File: config.mk
export PLATFORM = sky130hd
export DESIGN_NAME = diff_drive_step_generator
export DESIGN_NICKNAME = d
export VERILOG_FILES = /design/src/sv/ddsg_pkg.sv /design/src/sv/ddsg_div.sv /design/src/sv/ddsg_ctrl.sv /design/src/sv/ddsg_dp.sv /design/src/sv/diff_drive_step_generator.sv
export SDC_FILE = /design/constraint.sdc
export NUM_CORES = 2
export LEC_CHECK = 0
export ABC_AREA = 1
export BUFFER_PORTS_ARGS = -buffer_cell sky130_fd_sc_hd__buf_2
export CORE_ASPECT_RATIO = 0.7
export CORE_UTILIZATION = 65
export CTS_CLUSTER_DIAMETER = 100
export DETAILED_ROUTE_END_ITERATION = 7
export PLACE_DENSITY = 0.89
export SYNTH_ARGS = -nofsm -noshare
export SYNTH_HDL_FRONTEND = slang
export SYNTH_SLANG_ARGS = --single-unit
File: constraint.sdc
create_clock -name clk -period 11.65 [get_ports clk]
set_input_delay 2.9125 -clock clk [delete_from_list [all_inputs] [get_ports clk]]
set_output_delay 2.9125 -clock clk [all_outputs]
set_load 0.005 [all_outputs]
File: src/sv/ddsg_pkg.sv
// Shared types, codes and constants of the differential-drive step generator.
`default_nettype none

package ddsg_pkg;

	localparam int STEPS_PER_SEQ = 8;
	localparam int SEQ_W = (STEPS_PER_SEQ > 1) ? $clog2(STEPS_PER_SEQ) : 1;

	localparam logic [6:0] MAX_PERIOD_US = 7'd100;
	localparam logic [35:0] PERIOD_NUM = 36'd960000000;

	localparam int DIV_DW = 36;
	localparam int DIV_SW = 32;
	localparam int DIV_CW = $clog2(DIV_DW);

	localparam int CFG_IW = 3;
	localparam logic [CFG_IW-1:0] CFG_STEPS_PER_REV = 3'd0;
	localparam logic [CFG_IW-1:0] CFG_MIN_PWM_SPEED = 3'd1;
	localparam logic [CFG_IW-1:0] CFG_MAX_PWM_SPEED = 3'd2;
	localparam logic [CFG_IW-1:0] CFG_PWM_LOW_LEVEL = 3'd3;
	localparam logic [CFG_IW-1:0] CFG_PWM_HIGH_LEVEL = 3'd4;

	typedef enum logic [1:0] {
		OP_SET   = 2'd0,
		OP_TRANS = 2'd1,
		OP_STOP  = 2'd2,
		OP_RUN   = 2'd3
	} op_t;

	typedef enum logic [1:0] {
		DIV_PERIOD = 2'd0,
		DIV_RATIO  = 2'd1,
		DIV_LEVEL  = 2'd2
	} div_sel_t;

	typedef struct packed {
		logic     take_in;
		logic     prep;
		logic     start_div;
		div_sel_t div_sel;
		logic     store_period;
		logic     store_ratio;
		logic     mul;
		logic     sum;
		logic     store_level;
		logic     slow_sel;
		logic     emit;
		logic     emit_idle;
		logic     last;
	} cmd_t;

	typedef struct packed {
		logic fast_zero;
		logic div_done;
		logic out_free;
	} status_t;

	// first member sits in the top bits: right_stop ends up at bit 0
	typedef struct packed {
		logic [6:0]  period_us;
		logic [15:0] slow_pwm;
		logic        slow_forward;
		logic        slow_step;
		logic [15:0] fast_pwm;
		logic        fast_forward;
		logic        fast_is_right;
		logic        idle_wait;
		logic        left_stop;
		logic        right_stop;
	} out_t;

endpackage

`default_nettype wire

File: src/sv/ddsg_div.sv
// Radix-2 restoring divider, one quotient bit per cycle.
`default_nettype none

module ddsg_div (
	input  wire logic                          clk,
	input  wire logic                          arst_n,
	input  wire logic                          start,
	input  wire logic [ddsg_pkg::DIV_DW-1:0]   dividend,
	input  wire logic [ddsg_pkg::DIV_SW-1:0]   divisor,
	output logic                               done,
	output logic [ddsg_pkg::DIV_DW-1:0]        quotient
);

	logic                        busy_q;
	logic                        done_q;
	logic [ddsg_pkg::DIV_CW-1:0] cnt_q;
	logic [ddsg_pkg::DIV_DW-1:0] dvd_q;
	logic [ddsg_pkg::DIV_SW-1:0] rem_q;
	logic [ddsg_pkg::DIV_SW-1:0] dsr_q;

	logic [ddsg_pkg::DIV_SW:0]   trial;
	logic [ddsg_pkg::DIV_SW:0]   diff;
	logic                        ge;

	always_comb begin
		trial = {rem_q, dvd_q[ddsg_pkg::DIV_DW-1]};
		diff  = trial - {1'b0, dsr_q};
		ge    = trial >= {1'b0, dsr_q};
	end

	always_ff @(posedge clk or negedge arst_n) begin
		if (!arst_n) begin
			busy_q <= 1'b0;
			done_q <= 1'b0;
			cnt_q  <= '0;
		end else begin
			done_q <= 1'b0;
			if (start) begin
				busy_q <= 1'b1;
				cnt_q  <= '0;
			end else if (busy_q) begin
				if (cnt_q == ddsg_pkg::DIV_CW'(ddsg_pkg::DIV_DW - 1)) begin
					busy_q <= 1'b0;
					done_q <= 1'b1;
				end
				cnt_q <= cnt_q + 1'b1;
			end
		end
	end

	always_ff @(posedge clk) begin
		if (start) begin
			dvd_q <= dividend;
			dsr_q <= divisor;
			rem_q <= '0;
		end else if (busy_q) begin
			dvd_q <= {dvd_q[ddsg_pkg::DIV_DW-2:0], ge};
			rem_q <= ge ? diff[ddsg_pkg::DIV_SW-1:0] : trial[ddsg_pkg::DIV_SW-1:0];
		end
	end

	assign done     = done_q;
	assign quotient = dvd_q;

endmodule

`default_nettype wire

File: src/sv/ddsg_ctrl.sv
// Sequencer of the step generator: command decode, division order, entry count.
`default_nettype none

module ddsg_ctrl (
	input  wire logic             clk,
	input  wire logic             arst_n,
	input  wire logic             in_valid,
	output logic                  in_ready,
	input  wire logic [1:0]       opcode,
	input  wire ddsg_pkg::status_t status,
	output ddsg_pkg::cmd_t        cmd
);

	typedef enum logic [10:0] {
		S_IDLE    = 11'b00000000001,
		S_PREP    = 11'b00000000010,
		S_CHK     = 11'b00000000100,
		S_PDIV    = 11'b00000001000,
		S_RDIV    = 11'b00000010000,
		S_PMUL    = 11'b00000100000,
		S_PSUM    = 11'b00001000000,
		S_LSTART  = 11'b00010000000,
		S_LWAIT   = 11'b00100000000,
		S_EMIT    = 11'b01000000000,
		S_IDLEOUT = 11'b10000000000
	} state_t;

	state_t                     state_q, state_d;
	logic                       slow_q, slow_d;
	logic [ddsg_pkg::SEQ_W-1:0] cnt_q, cnt_d;
	logic                       at_last;

	assign at_last = cnt_q == ddsg_pkg::SEQ_W'(ddsg_pkg::STEPS_PER_SEQ - 1);

	always_comb begin
		state_d  = state_q;
		slow_d   = slow_q;
		cnt_d    = cnt_q;
		cmd      = '0;
		in_ready = 1'b0;
		case (state_q)
			S_IDLE: begin
				in_ready = 1'b1;
				if (in_valid) begin
					cmd.take_in = 1'b1;
					if (opcode == ddsg_pkg::OP_RUN) state_d = S_PREP;
				end
			end
			S_PREP: begin
				cmd.prep = 1'b1;
				cnt_d    = '0;
				state_d  = S_CHK;
			end
			S_CHK: begin
				if (status.fast_zero) begin
					state_d = S_IDLEOUT;
				end else begin
					cmd.start_div = 1'b1;
					cmd.div_sel   = ddsg_pkg::DIV_PERIOD;
					state_d       = S_PDIV;
				end
			end
			S_PDIV: begin
				if (status.div_done) begin
					cmd.store_period = 1'b1;
					cmd.start_div    = 1'b1;
					cmd.div_sel      = ddsg_pkg::DIV_RATIO;
					state_d          = S_RDIV;
				end
			end
			S_RDIV: begin
				slow_d = 1'b0;
				if (status.div_done) begin
					cmd.store_ratio = 1'b1;
					state_d         = S_PMUL;
				end
			end
			S_PMUL: begin
				cmd.mul      = 1'b1;
				cmd.slow_sel = slow_q;
				state_d      = S_PSUM;
			end
			S_PSUM: begin
				cmd.sum = 1'b1;
				state_d = S_LSTART;
			end
			S_LSTART: begin
				cmd.start_div = 1'b1;
				cmd.div_sel   = ddsg_pkg::DIV_LEVEL;
				state_d       = S_LWAIT;
			end
			S_LWAIT: begin
				cmd.slow_sel = slow_q;
				if (status.div_done) begin
					cmd.store_level = 1'b1;
					if (slow_q) begin
						state_d = S_EMIT;
					end else begin
						slow_d  = 1'b1;
						state_d = S_PMUL;
					end
				end
			end
			S_EMIT: begin
				if (status.out_free) begin
					cmd.emit = 1'b1;
					cmd.last = at_last;
					cnt_d    = cnt_q + 1'b1;
					if (at_last) state_d = S_IDLE;
				end
			end
			S_IDLEOUT: begin
				if (status.out_free) begin
					cmd.emit_idle = 1'b1;
					state_d       = S_IDLE;
				end
			end
			default: state_d = S_IDLE;
		endcase
	end

	always_ff @(posedge clk or negedge arst_n) begin
		if (!arst_n) begin
			state_q <= S_IDLE;
			slow_q  <= 1'b0;
			cnt_q   <= '0;
		end else begin
			state_q <= state_d;
			slow_q  <= slow_d;
			cnt_q   <= cnt_d;
		end
	end

endmodule

`default_nettype wire

File: src/sv/ddsg_dp.sv
// Datapath: settings, wheel speeds, period/ratio/PWM arithmetic, step accumulator, output word.
`default_nettype none

module ddsg_dp (
	input  wire logic                          clk,
	input  wire logic                          arst_n,
	input  wire logic                          cfg_we,
	input  wire logic [ddsg_pkg::CFG_IW-1:0]   cfg_index,
	input  wire logic [15:0]                   cfg_wdata,
	input  wire logic [1:0]                    opcode,
	input  wire logic signed [15:0]            value_a,
	input  wire logic signed [15:0]            value_b,
	input  wire ddsg_pkg::cmd_t                cmd,
	output ddsg_pkg::status_t                  status,
	output logic                               out_valid,
	input  wire logic                          out_ready,
	output ddsg_pkg::out_t                     out_data,
	output logic                               out_last
);

	// settings
	logic [15:0] spr_q;
	logic [14:0] min_q;
	logic [14:0] max_q;
	logic [15:0] lo_q;
	logic [15:0] hi_q;

	always_ff @(posedge clk or negedge arst_n) begin
		if (!arst_n) begin
			spr_q <= 16'd200;
			min_q <= 15'd0;
			max_q <= 15'd16000;
			lo_q  <= 16'd0;
			hi_q  <= 16'hFFFF;
		end else if (cfg_we) begin
			case (cfg_index)
				ddsg_pkg::CFG_STEPS_PER_REV:  spr_q <= cfg_wdata;
				ddsg_pkg::CFG_MIN_PWM_SPEED:  min_q <= cfg_wdata[14:0];
				ddsg_pkg::CFG_MAX_PWM_SPEED:  max_q <= cfg_wdata[14:0];
				ddsg_pkg::CFG_PWM_LOW_LEVEL:  lo_q  <= cfg_wdata;
				ddsg_pkg::CFG_PWM_HIGH_LEVEL: hi_q  <= cfg_wdata;
				default: ;
			endcase
		end
	end

	// wheel speeds
	logic signed [15:0] rspd_q, lspd_q;
	logic signed [16:0] half;
	logic signed [17:0] lsum, rsum;
	logic signed [15:0] lsat, rsat;

	function automatic logic signed [15:0] sat16(input logic signed [17:0] v);
		logic signed [15:0] r;
		if (v > 18'sd32767) r = 16'sh7FFF;
		else if (v < -18'sd32768) r = 16'sh8000;
		else r = v[15:0];
		return r;
	endfunction

	always_comb begin
		// rotation / 2, rounded toward zero
		half = $signed({value_b[15], value_b} + {16'd0, value_b[15]}) >>> 1;
		lsum = {{2{value_a[15]}}, value_a} + {half[16], half};
		rsum = {{2{value_a[15]}}, value_a} - {half[16], half};
		lsat = sat16(lsum);
		rsat = sat16(rsum);
	end

	always_ff @(posedge clk or negedge arst_n) begin
		if (!arst_n) begin
			rspd_q <= '0;
			lspd_q <= '0;
		end else if (cmd.take_in) begin
			case (ddsg_pkg::op_t'(opcode))
				ddsg_pkg::OP_SET: begin
					rspd_q <= value_a;
					lspd_q <= value_b;
				end
				ddsg_pkg::OP_TRANS: begin
					rspd_q <= rsat;
					lspd_q <= lsat;
				end
				ddsg_pkg::OP_STOP: begin
					rspd_q <= '0;
					lspd_q <= '0;
				end
				default: ;
			endcase
		end
	end

	// fast/slow selection and period product
	logic [15:0] ar, al, fast_c, slow_c;
	logic        fr_c;
	logic [15:0] fast_q, slow_q;
	logic        fr_q, ffwd_q, sfwd_q, rstop_q, lstop_q;
	logic [31:0] prod_q;

	always_comb begin
		ar     = rspd_q[15] ? 16'(-rspd_q) : rspd_q;
		al     = lspd_q[15] ? 16'(-lspd_q) : lspd_q;
		fr_c   = ar > al;
		fast_c = fr_c ? ar : al;
		slow_c = fr_c ? al : ar;
	end

	always_ff @(posedge clk) begin
		if (cmd.prep) begin
			fast_q  <= fast_c;
			slow_q  <= slow_c;
			fr_q    <= fr_c;
			ffwd_q  <= fr_c ? !rspd_q[15] : !lspd_q[15];
			sfwd_q  <= fr_c ? !lspd_q[15] : !rspd_q[15];
			rstop_q <= rspd_q == '0;
			lstop_q <= lspd_q == '0;
			prod_q  <= spr_q * fast_c;
		end
	end

	// PWM line: total = lo*den + (hi-lo)*(speed-min), then total/den
	logic signed [15:0] den;
	logic [15:0]        den_mag;
	logic [15:0]        spd;
	logic signed [16:0] lo_s, hmlo, spd_min;
	logic signed [32:0] m1_s1;
	logic signed [33:0] m2_s1;
	logic signed [34:0] total;
	logic [35:0]        tot_mag_s2;
	logic               tot_neg_s2;

	always_comb begin
		den     = $signed({1'b0, max_q}) - $signed({1'b0, min_q});
		den_mag = den[15] ? 16'(-den) : den;
		spd     = cmd.slow_sel ? slow_q : fast_q;
		lo_s    = $signed({1'b0, lo_q});
		hmlo    = $signed({1'b0, hi_q}) - $signed({1'b0, lo_q});
		spd_min = $signed({1'b0, spd}) - $signed({2'b0, min_q});
		total   = 35'(m1_s1) + 35'(m2_s1);
	end

	always_ff @(posedge clk) begin
		if (cmd.mul) begin
			m1_s1 <= lo_s * den;
			m2_s1 <= hmlo * spd_min;
		end
		if (cmd.sum) begin
			tot_neg_s2 <= total[34];
			tot_mag_s2 <= total[34] ? 36'(-total) : 36'(total);
		end
	end

	// shared divider
	logic [ddsg_pkg::DIV_DW-1:0] dvd;
	logic [ddsg_pkg::DIV_SW-1:0] dsr;
	logic                        div_done;
	logic [ddsg_pkg::DIV_DW-1:0] quo;

	always_comb begin
		case (cmd.div_sel)
			ddsg_pkg::DIV_PERIOD: begin
				dvd = ddsg_pkg::PERIOD_NUM;
				dsr = prod_q;
			end
			ddsg_pkg::DIV_RATIO: begin
				dvd = {4'd0, slow_q, 16'd0};
				dsr = {16'd0, fast_q};
			end
			ddsg_pkg::DIV_LEVEL: begin
				dvd = tot_mag_s2;
				dsr = {16'd0, den_mag};
			end
			default: begin
				dvd = '0;
				dsr = '0;
			end
		endcase
	end

	ddsg_div u_div (
		.clk      (clk),
		.arst_n   (arst_n),
		.start    (cmd.start_div),
		.dividend (dvd),
		.divisor  (dsr),
		.done     (div_done),
		.quotient (quo)
	);

	// quotient to PWM level
	logic signed [36:0] qs;
	logic [15:0]        lvl_a, lvl;

	always_comb begin
		qs = (tot_neg_s2 ^ den[15]) ? -$signed({1'b0, quo}) : $signed({1'b0, quo});
		if (den == '0) lvl_a = ({1'b0, spd} >= {2'b0, min_q}) ? hi_q : lo_q;
		else if (qs < 0) lvl_a = lo_q;
		else if (qs > 37'sd65535) lvl_a = 16'hFFFF;
		else lvl_a = qs[15:0];
		if (lvl_a < lo_q) lvl = lo_q;
		else if (lvl_a > hi_q) lvl = hi_q;
		else lvl = lvl_a;
	end

	logic [6:0]  period_q;
	logic [16:0] ratio_q;
	logic [15:0] flvl_q, slvl_q;

	always_ff @(posedge clk) begin
		if (cmd.store_period)
			period_q <= (quo > 36'(ddsg_pkg::MAX_PERIOD_US)) ? ddsg_pkg::MAX_PERIOD_US : quo[6:0];
		if (cmd.store_ratio) ratio_q <= quo[16:0];
		if (cmd.store_level) begin
			if (cmd.slow_sel) slvl_q <= lvl;
			else flvl_q <= lvl;
		end
	end

	// step accumulator, Q1.16
	logic [16:0] acc_q;
	logic [17:0] acc_sum;

	assign acc_sum = {1'b0, acc_q} + {1'b0, ratio_q};

	always_ff @(posedge clk or negedge arst_n) begin
		if (!arst_n) acc_q <= '0;
		else if (cmd.emit) acc_q <= {1'b0, acc_sum[15:0]};
	end

	// output register
	logic           ovalid_q;
	ddsg_pkg::out_t out_q;
	logic           olast_q;
	ddsg_pkg::out_t step_word, idle_word;

	always_comb begin
		step_word               = '0;
		step_word.right_stop    = rstop_q;
		step_word.left_stop     = lstop_q;
		step_word.fast_is_right = fr_q;
		step_word.fast_forward  = ffwd_q;
		step_word.fast_pwm      = flvl_q;
		step_word.slow_step     = acc_sum[16];
		step_word.slow_forward  = sfwd_q;
		step_word.slow_pwm      = slvl_q;
		step_word.period_us     = period_q;
		idle_word               = '0;
		idle_word.right_stop    = 1'b1;
		idle_word.left_stop     = 1'b1;
		idle_word.idle_wait     = 1'b1;
		idle_word.period_us     = ddsg_pkg::MAX_PERIOD_US;
	end

	always_ff @(posedge clk or negedge arst_n) begin
		if (!arst_n) ovalid_q <= 1'b0;
		else if (cmd.emit || cmd.emit_idle) ovalid_q <= 1'b1;
		else if (out_ready) ovalid_q <= 1'b0;
	end

	always_ff @(posedge clk) begin
		if (cmd.emit) begin
			out_q   <= step_word;
			olast_q <= cmd.last;
		end else if (cmd.emit_idle) begin
			out_q   <= idle_word;
			olast_q <= 1'b1;
		end
	end

	assign out_valid = ovalid_q;
	assign out_data  = out_q;
	assign out_last  = olast_q;

	assign status.fast_zero = fast_q == '0;
	assign status.div_done  = div_done;
	assign status.out_free  = !ovalid_q || out_ready;

endmodule

`default_nettype wire

File: src/sv/diff_drive_step_generator.sv
// Top level of the differential-drive step generator.
`default_nettype none

// Two-wheel stepper scheduler. Input words carry an opcode in s_tuser: set both
// speeds, set them from translation/rotation, stop, or run one sequence. Commands
// other than run produce nothing. A run word produces STEPS_PER_SEQ step entries
// (or one idle entry when both wheels stand, ending in tlast). Before its first step
// entry a run makes four divisions in a shared radix-2 divider (period, slow/fast
// ratio, and two PWM levels, one quotient bit per cycle over a 36-bit dividend)
// besides setup and multiplies; the entries then leave one per cycle while m_tready
// is high. The output register lets the next input word be taken while the last
// entry waits. Settings go in through cfg_we/cfg_index/cfg_wdata and should be
// written while idle.
module diff_drive_step_generator (
	input  wire logic        clk,
	input  wire logic        arst_n,
	input  wire logic        s_tvalid,
	output logic             s_tready,
	input  wire logic [31:0] s_tdata,   // value_a[15:0], value_b[31:16]
	input  wire logic [1:0]  s_tuser,   // opcode[1:0]
	output logic             m_tvalid,
	input  wire logic        m_tready,
	// right_stop[0], left_stop[1], idle_wait[2], fast_is_right[3], fast_forward[4],
	// fast_pwm[20:5], slow_step[21], slow_forward[22], slow_pwm[38:23],
	// period_us[45:39], zero pad [47:46]
	output logic [47:0]      m_tdata,
	output logic             m_tlast,
	input  wire logic        cfg_we,
	input  wire logic [2:0]  cfg_index,
	input  wire logic [15:0] cfg_wdata
);

	ddsg_pkg::cmd_t    cmd;
	ddsg_pkg::status_t status;
	ddsg_pkg::out_t    out_data;

	ddsg_ctrl u_ctrl (
		.clk      (clk),
		.arst_n   (arst_n),
		.in_valid (s_tvalid),
		.in_ready (s_tready),
		.opcode   (s_tuser),
		.status   (status),
		.cmd      (cmd)
	);

	ddsg_dp u_dp (
		.clk       (clk),
		.arst_n    (arst_n),
		.cfg_we    (cfg_we),
		.cfg_index (cfg_index),
		.cfg_wdata (cfg_wdata),
		.opcode    (s_tuser),
		.value_a   (s_tdata[15:0]),
		.value_b   (s_tdata[31:16]),
		.cmd       (cmd),
		.status    (status),
		.out_valid (m_tvalid),
		.out_ready (m_tready),
		.out_data  (out_data),
		.out_last  (m_tlast)
	);

	assign m_tdata = {2'b00, out_data};

	// idle entries stand alone and stop both wheels
	a_idle_alone: assert property (@(posedge clk) disable iff (!arst_n)
		m_tvalid && out_data.idle_wait |->
			m_tlast && out_data.right_stop && out_data.left_stop && !out_data.slow_step)
		else $error("idle entry malformed");

	// period is capped at the maximum
	a_period_cap: assert property (@(posedge clk) disable iff (!arst_n)
		m_tvalid |-> out_data.period_us <= ddsg_pkg::MAX_PERIOD_US)
		else $error("period above cap");

	// a stepping entry never flags both wheels stopped
	a_step_moving: assert property (@(posedge clk) disable iff (!arst_n)
		m_tvalid && !out_data.idle_wait |-> !(out_data.right_stop && out_data.left_stop))
		else $error("step entry with both wheels stopped");

endmodule

`default_nettype wire
==> summary.txt <==
Setup path
  – Critical Path Sink Type: flop
  – Crit start category: flop
  – Critical path class: flop to flop
  – Slowest cell on the critical path: fa_1
  – Worst r2r src: u_dp.lspd_q[0]
  – Crit-path max FO: 33
  – Largest stage delay, worst path: 0.54 ns
  – Critical Path RT: 12.04 ns
  – Reg2Reg Setup Slack: 0.73 ns
  – Worst EP arrival: 11.31 ns
  – Reg2reg end: u_dp.prod_q[28]
  – Cells on worst reg2reg path: 43

Clock tree
  – Sink Count: 526
  – Reg clk slew, reported paths: 0.06 ns
  – Hold Buf Count CTS: 0
  – CTS tree: built
  – Clk_lat worst skew: 0.67 ns
  – H-tree levels: 2
  – Setup Buffers After CTS: 0
  – TritonCTS Buffers: 53
  – Root Driver: clkbuf_16
  – CTS max path bufs: 3
  – CTS resizes: 0

Yosys
  – EDFF count, synth: 343
  – Cell Area, Synth: 59400 sq um
  – Ys async rst share: 0.2852
  – Synth Area in Compound Gates: 0.09086
  – Yosys warning count: 0
  – Synth area leaders: fa_1 23%, edfxtp_1 17%, ha_1 11%, nand2_1 9.1%, inv_1 8.8%
  – Adder-cell share of the synthesized area: 0.3450
  – Area share of xor/xnor cells in the synthesized design: 0.04438
  – Post-synthesis sequential area ratio: 0.2482
  – Synthesized instance count: 7129
  – Cell taking the most area after synthesis: fa_1
  – Post-synthesis mux area share: 0.0003370
  – Main combinational cell family by area after synthesis: adder cells
  – Unique masters post-synth: 63
  – Mean Syn Cell Area: 8.333 sq um
  – Synth top area share: 0.2332
  – Simple-Gate Fraction of Synth Area: 0.1677
  – Ys flop type: edfxtp_1
  – Post-synthesis register bit count: 526

Placement
  – Gpl congestion: 1.068
  – DPL Wire Length: 149500 microns
  – Placed cell count: 8340
  – Port Buffers: 106

Job
  – MaxCap Viol Count: 0

Worst hold path
  – Worst hold path class: flop to flop
  – Min-Delay Endpoint: u_dp.u_div.rem_q[29]
  – Worst min-delay path startpoint: u_dp.u_div.rem_q[29]
  – Worst hold stages: 2

GRT
  – Initial antenna violation count: 6
  – Vias in the first global route: 49245
  – First-pass GRT wire length: 282100 microns
  – Total grt overflow: 0
  – Total GRT Usage: 0.4034
  – Largest net degree at the start of global routing: 77

STA
  – Slew HR: 0.1544
  – Sum Neg Setup Slack: 0 ns
  – Max frequency: 0.09161 GHz
  – RSZ-0062 raised after global routing: no
  – Final hold vios: 0
  – Skew final: 0.02815 ns
  – Final Critical Period: 10.92 ns
  – Final Slew Violations: 0
  – Setup violators final: 0
  – Final period utilization: 0.9370
  – Least-Margin Pin Slew: 1.265 ns

Cells and area
  – Layout Nets: 8454
  – Most common cell after layout, fill and taps aside: nand2_1
  – Filler Cell Count: 6993
  – Layout cells sized above 1: 0.05043
  – Final std cells w/o fill: 8441
  – Commonest non-fill, non-tap cells in the layout: 1435 x nand2_1, 1395 x inv_1, 692 x fa_1
  – Area Growth Syn to Fin: 6.384%

Route
  – First-iteration detailed-routing DRC count: 6209
  – Final wirelength: 185200 microns
  – Antenna-violating nets left: 0
  – # DRC: 0
  – Iteration count of the initial detailed-routing pass: 6
  – Vias: 50286
  – DR vias/cell: 5.957
  – Post-DR wirelength/cell: 21.94 microns

Floorplan
  – Die Span Y: 254.9 microns
  – Core Rows: 92
  – Chip width: 363.3 microns
  – Core area: 90250 sq um
  – Die area: 92620 sq um
  – Initial Utilization: 0.6582
  – IO Pins: 109

Run status
  – Outcome: finished, final reports clean
## routing by layer
| layer | up-vias | track usage | wire length, microns |
|---|---|---|---|
| met5 | - | 0.005160 | 201 |
| met1 | 23930 | 0.5372 | 69700 |
| met3 | 541 | 0.1694 | 30570 |
| met2 | 3376 | 0.5774 | 75520 |
| met4 | 8 | 0.1720 | 9176 |
| li1 | 22431 | - | - |
## state kept, by name, summed over array words and instances (netlist names), 15 cells and up
name and cells:
u_dp.acc_q 16, u_dp.fast_q 16, u_dp.flvl_q 16, u_dp.hi_q 16
u_dp.lo_q 16, u_dp.lspd_q 16, u_dp.m1_s1 33, u_dp.m2_s1 34
u_dp.max_q 15, u_dp.min_q 15, u_dp.out_data 46, u_dp.prod_q 32
u_dp.ratio_q 17, u_dp.rspd_q 16, u_dp.slow_q 16, u_dp.slvl_q 16
u_dp.spr_q 16, u_dp.tot_mag_s2 36, u_dp.u_div.dsr_q 32, u_dp.u_div.quotient 36
u_dp.u_div.rem_q 32
## synth_stat cells, types with 5 or more instances
cell,instances
a211oi_1,5
a21boi_0,13
a21o_1,11
a21oi_1,350
a221o_1,10
a221oi_1,10
a22oi_1,19
a31oi_1,26
buf_1,12
clkbuf_1,174
clkinv_1,30
dfrtp_1,124
dfstp_2,26
dfxtp_1,33
edfxtp_1,343
fa_1,692
ha_1,531
inv_1,1397
nand2_1,1437
nand2_2,7
nand3_1,161
nand4_1,49
nor2_1,688
nor3_1,60
nor4_1,24
o211ai_1,14
o21a_1,8
o21ai_0,420
o21ai_1,6
o21bai_1,21
o221ai_1,15
o22ai_1,6
o31ai_1,12
or2_2,32
xnor2_1,80
xor2_1,221
## cell families (layout without fill, tap and decap cells)
family / Yosys count / count (layout)
flip-flops: 526 / 526
multiplexers: 2 / 2
AND/OR/NAND/NOR: 2480 / 2480
adder cells (fa/ha/maj): 1223 / 1223
buffers and inverters: 1626 / 1713
other: 1 / 4
AO/OA/AOI/OAI: 970 / 970
XOR/XNOR: 301 / 301
## worst max-delay path, delay by kind of cell, from the launching register on
kind                       cells  cell delay [ns]
and+or+nand+nor               14             1.65
adders and majority gates      9             3.83
AOI/OAI and AO/OA              9             3.10
DFF                            1             0.40
buffers and inverters          9             1.32
xor gates and xnor gates       2             0.33
## how the worst max path moves through the flow
stage	start	slack, ns	depth (start not counted)	to
after floorplan	u_dp.lspd_q[0]	2.42	44	u_dp.prod_q[28]
after global placement	u_dp.rspd_q[0]	1.55	42	u_dp.prod_q[28]
after detailed placement	u_dp.rspd_q[0]	1.19	42	u_dp.prod_q[28]
after CTS	u_dp.rspd_q[0]	1.09	42	u_dp.prod_q[28]
after global routing	u_dp.lspd_q[0]	0.17	43	u_dp.prod_q[28]
final	u_dp.lspd_q[0]	0.73	43	u_dp.prod_q[28]
## per-stage QoR
step           setup WS (ns)  cell area [sq um]  hold WS, ns  utilization
6_report              0.7342              63200       0.4804       0.7003
5_1_grt               0.1695              63190       0.4961       0.7002
4_1_cts                1.093              63190       0.4821       0.7002
3_5_place_dp           1.193              61360       0.4628       0.6799
3_3_place_gp           1.552              61360       0.4567       0.6799
2_1_floorplan          2.418              59410       0.4264            -
## final cells by class
type                       instances  area [sq um]  area share
multi-input combinational       4979         38590      0.6106
clock buffer                      66          1436     0.02273
tap                             1222          1529     0.02419
sequential                       526         14750      0.2333
timing repair buffer             186          1137     0.01800
inverter                        1427          5356     0.08476
antenna                            1         2.502  0.00003960
clock inverter                    34         400.4    0.006336
Power is not shown: default switching activity piles up to over one toggle a cycle in this logic, so the estimate is an artifact.
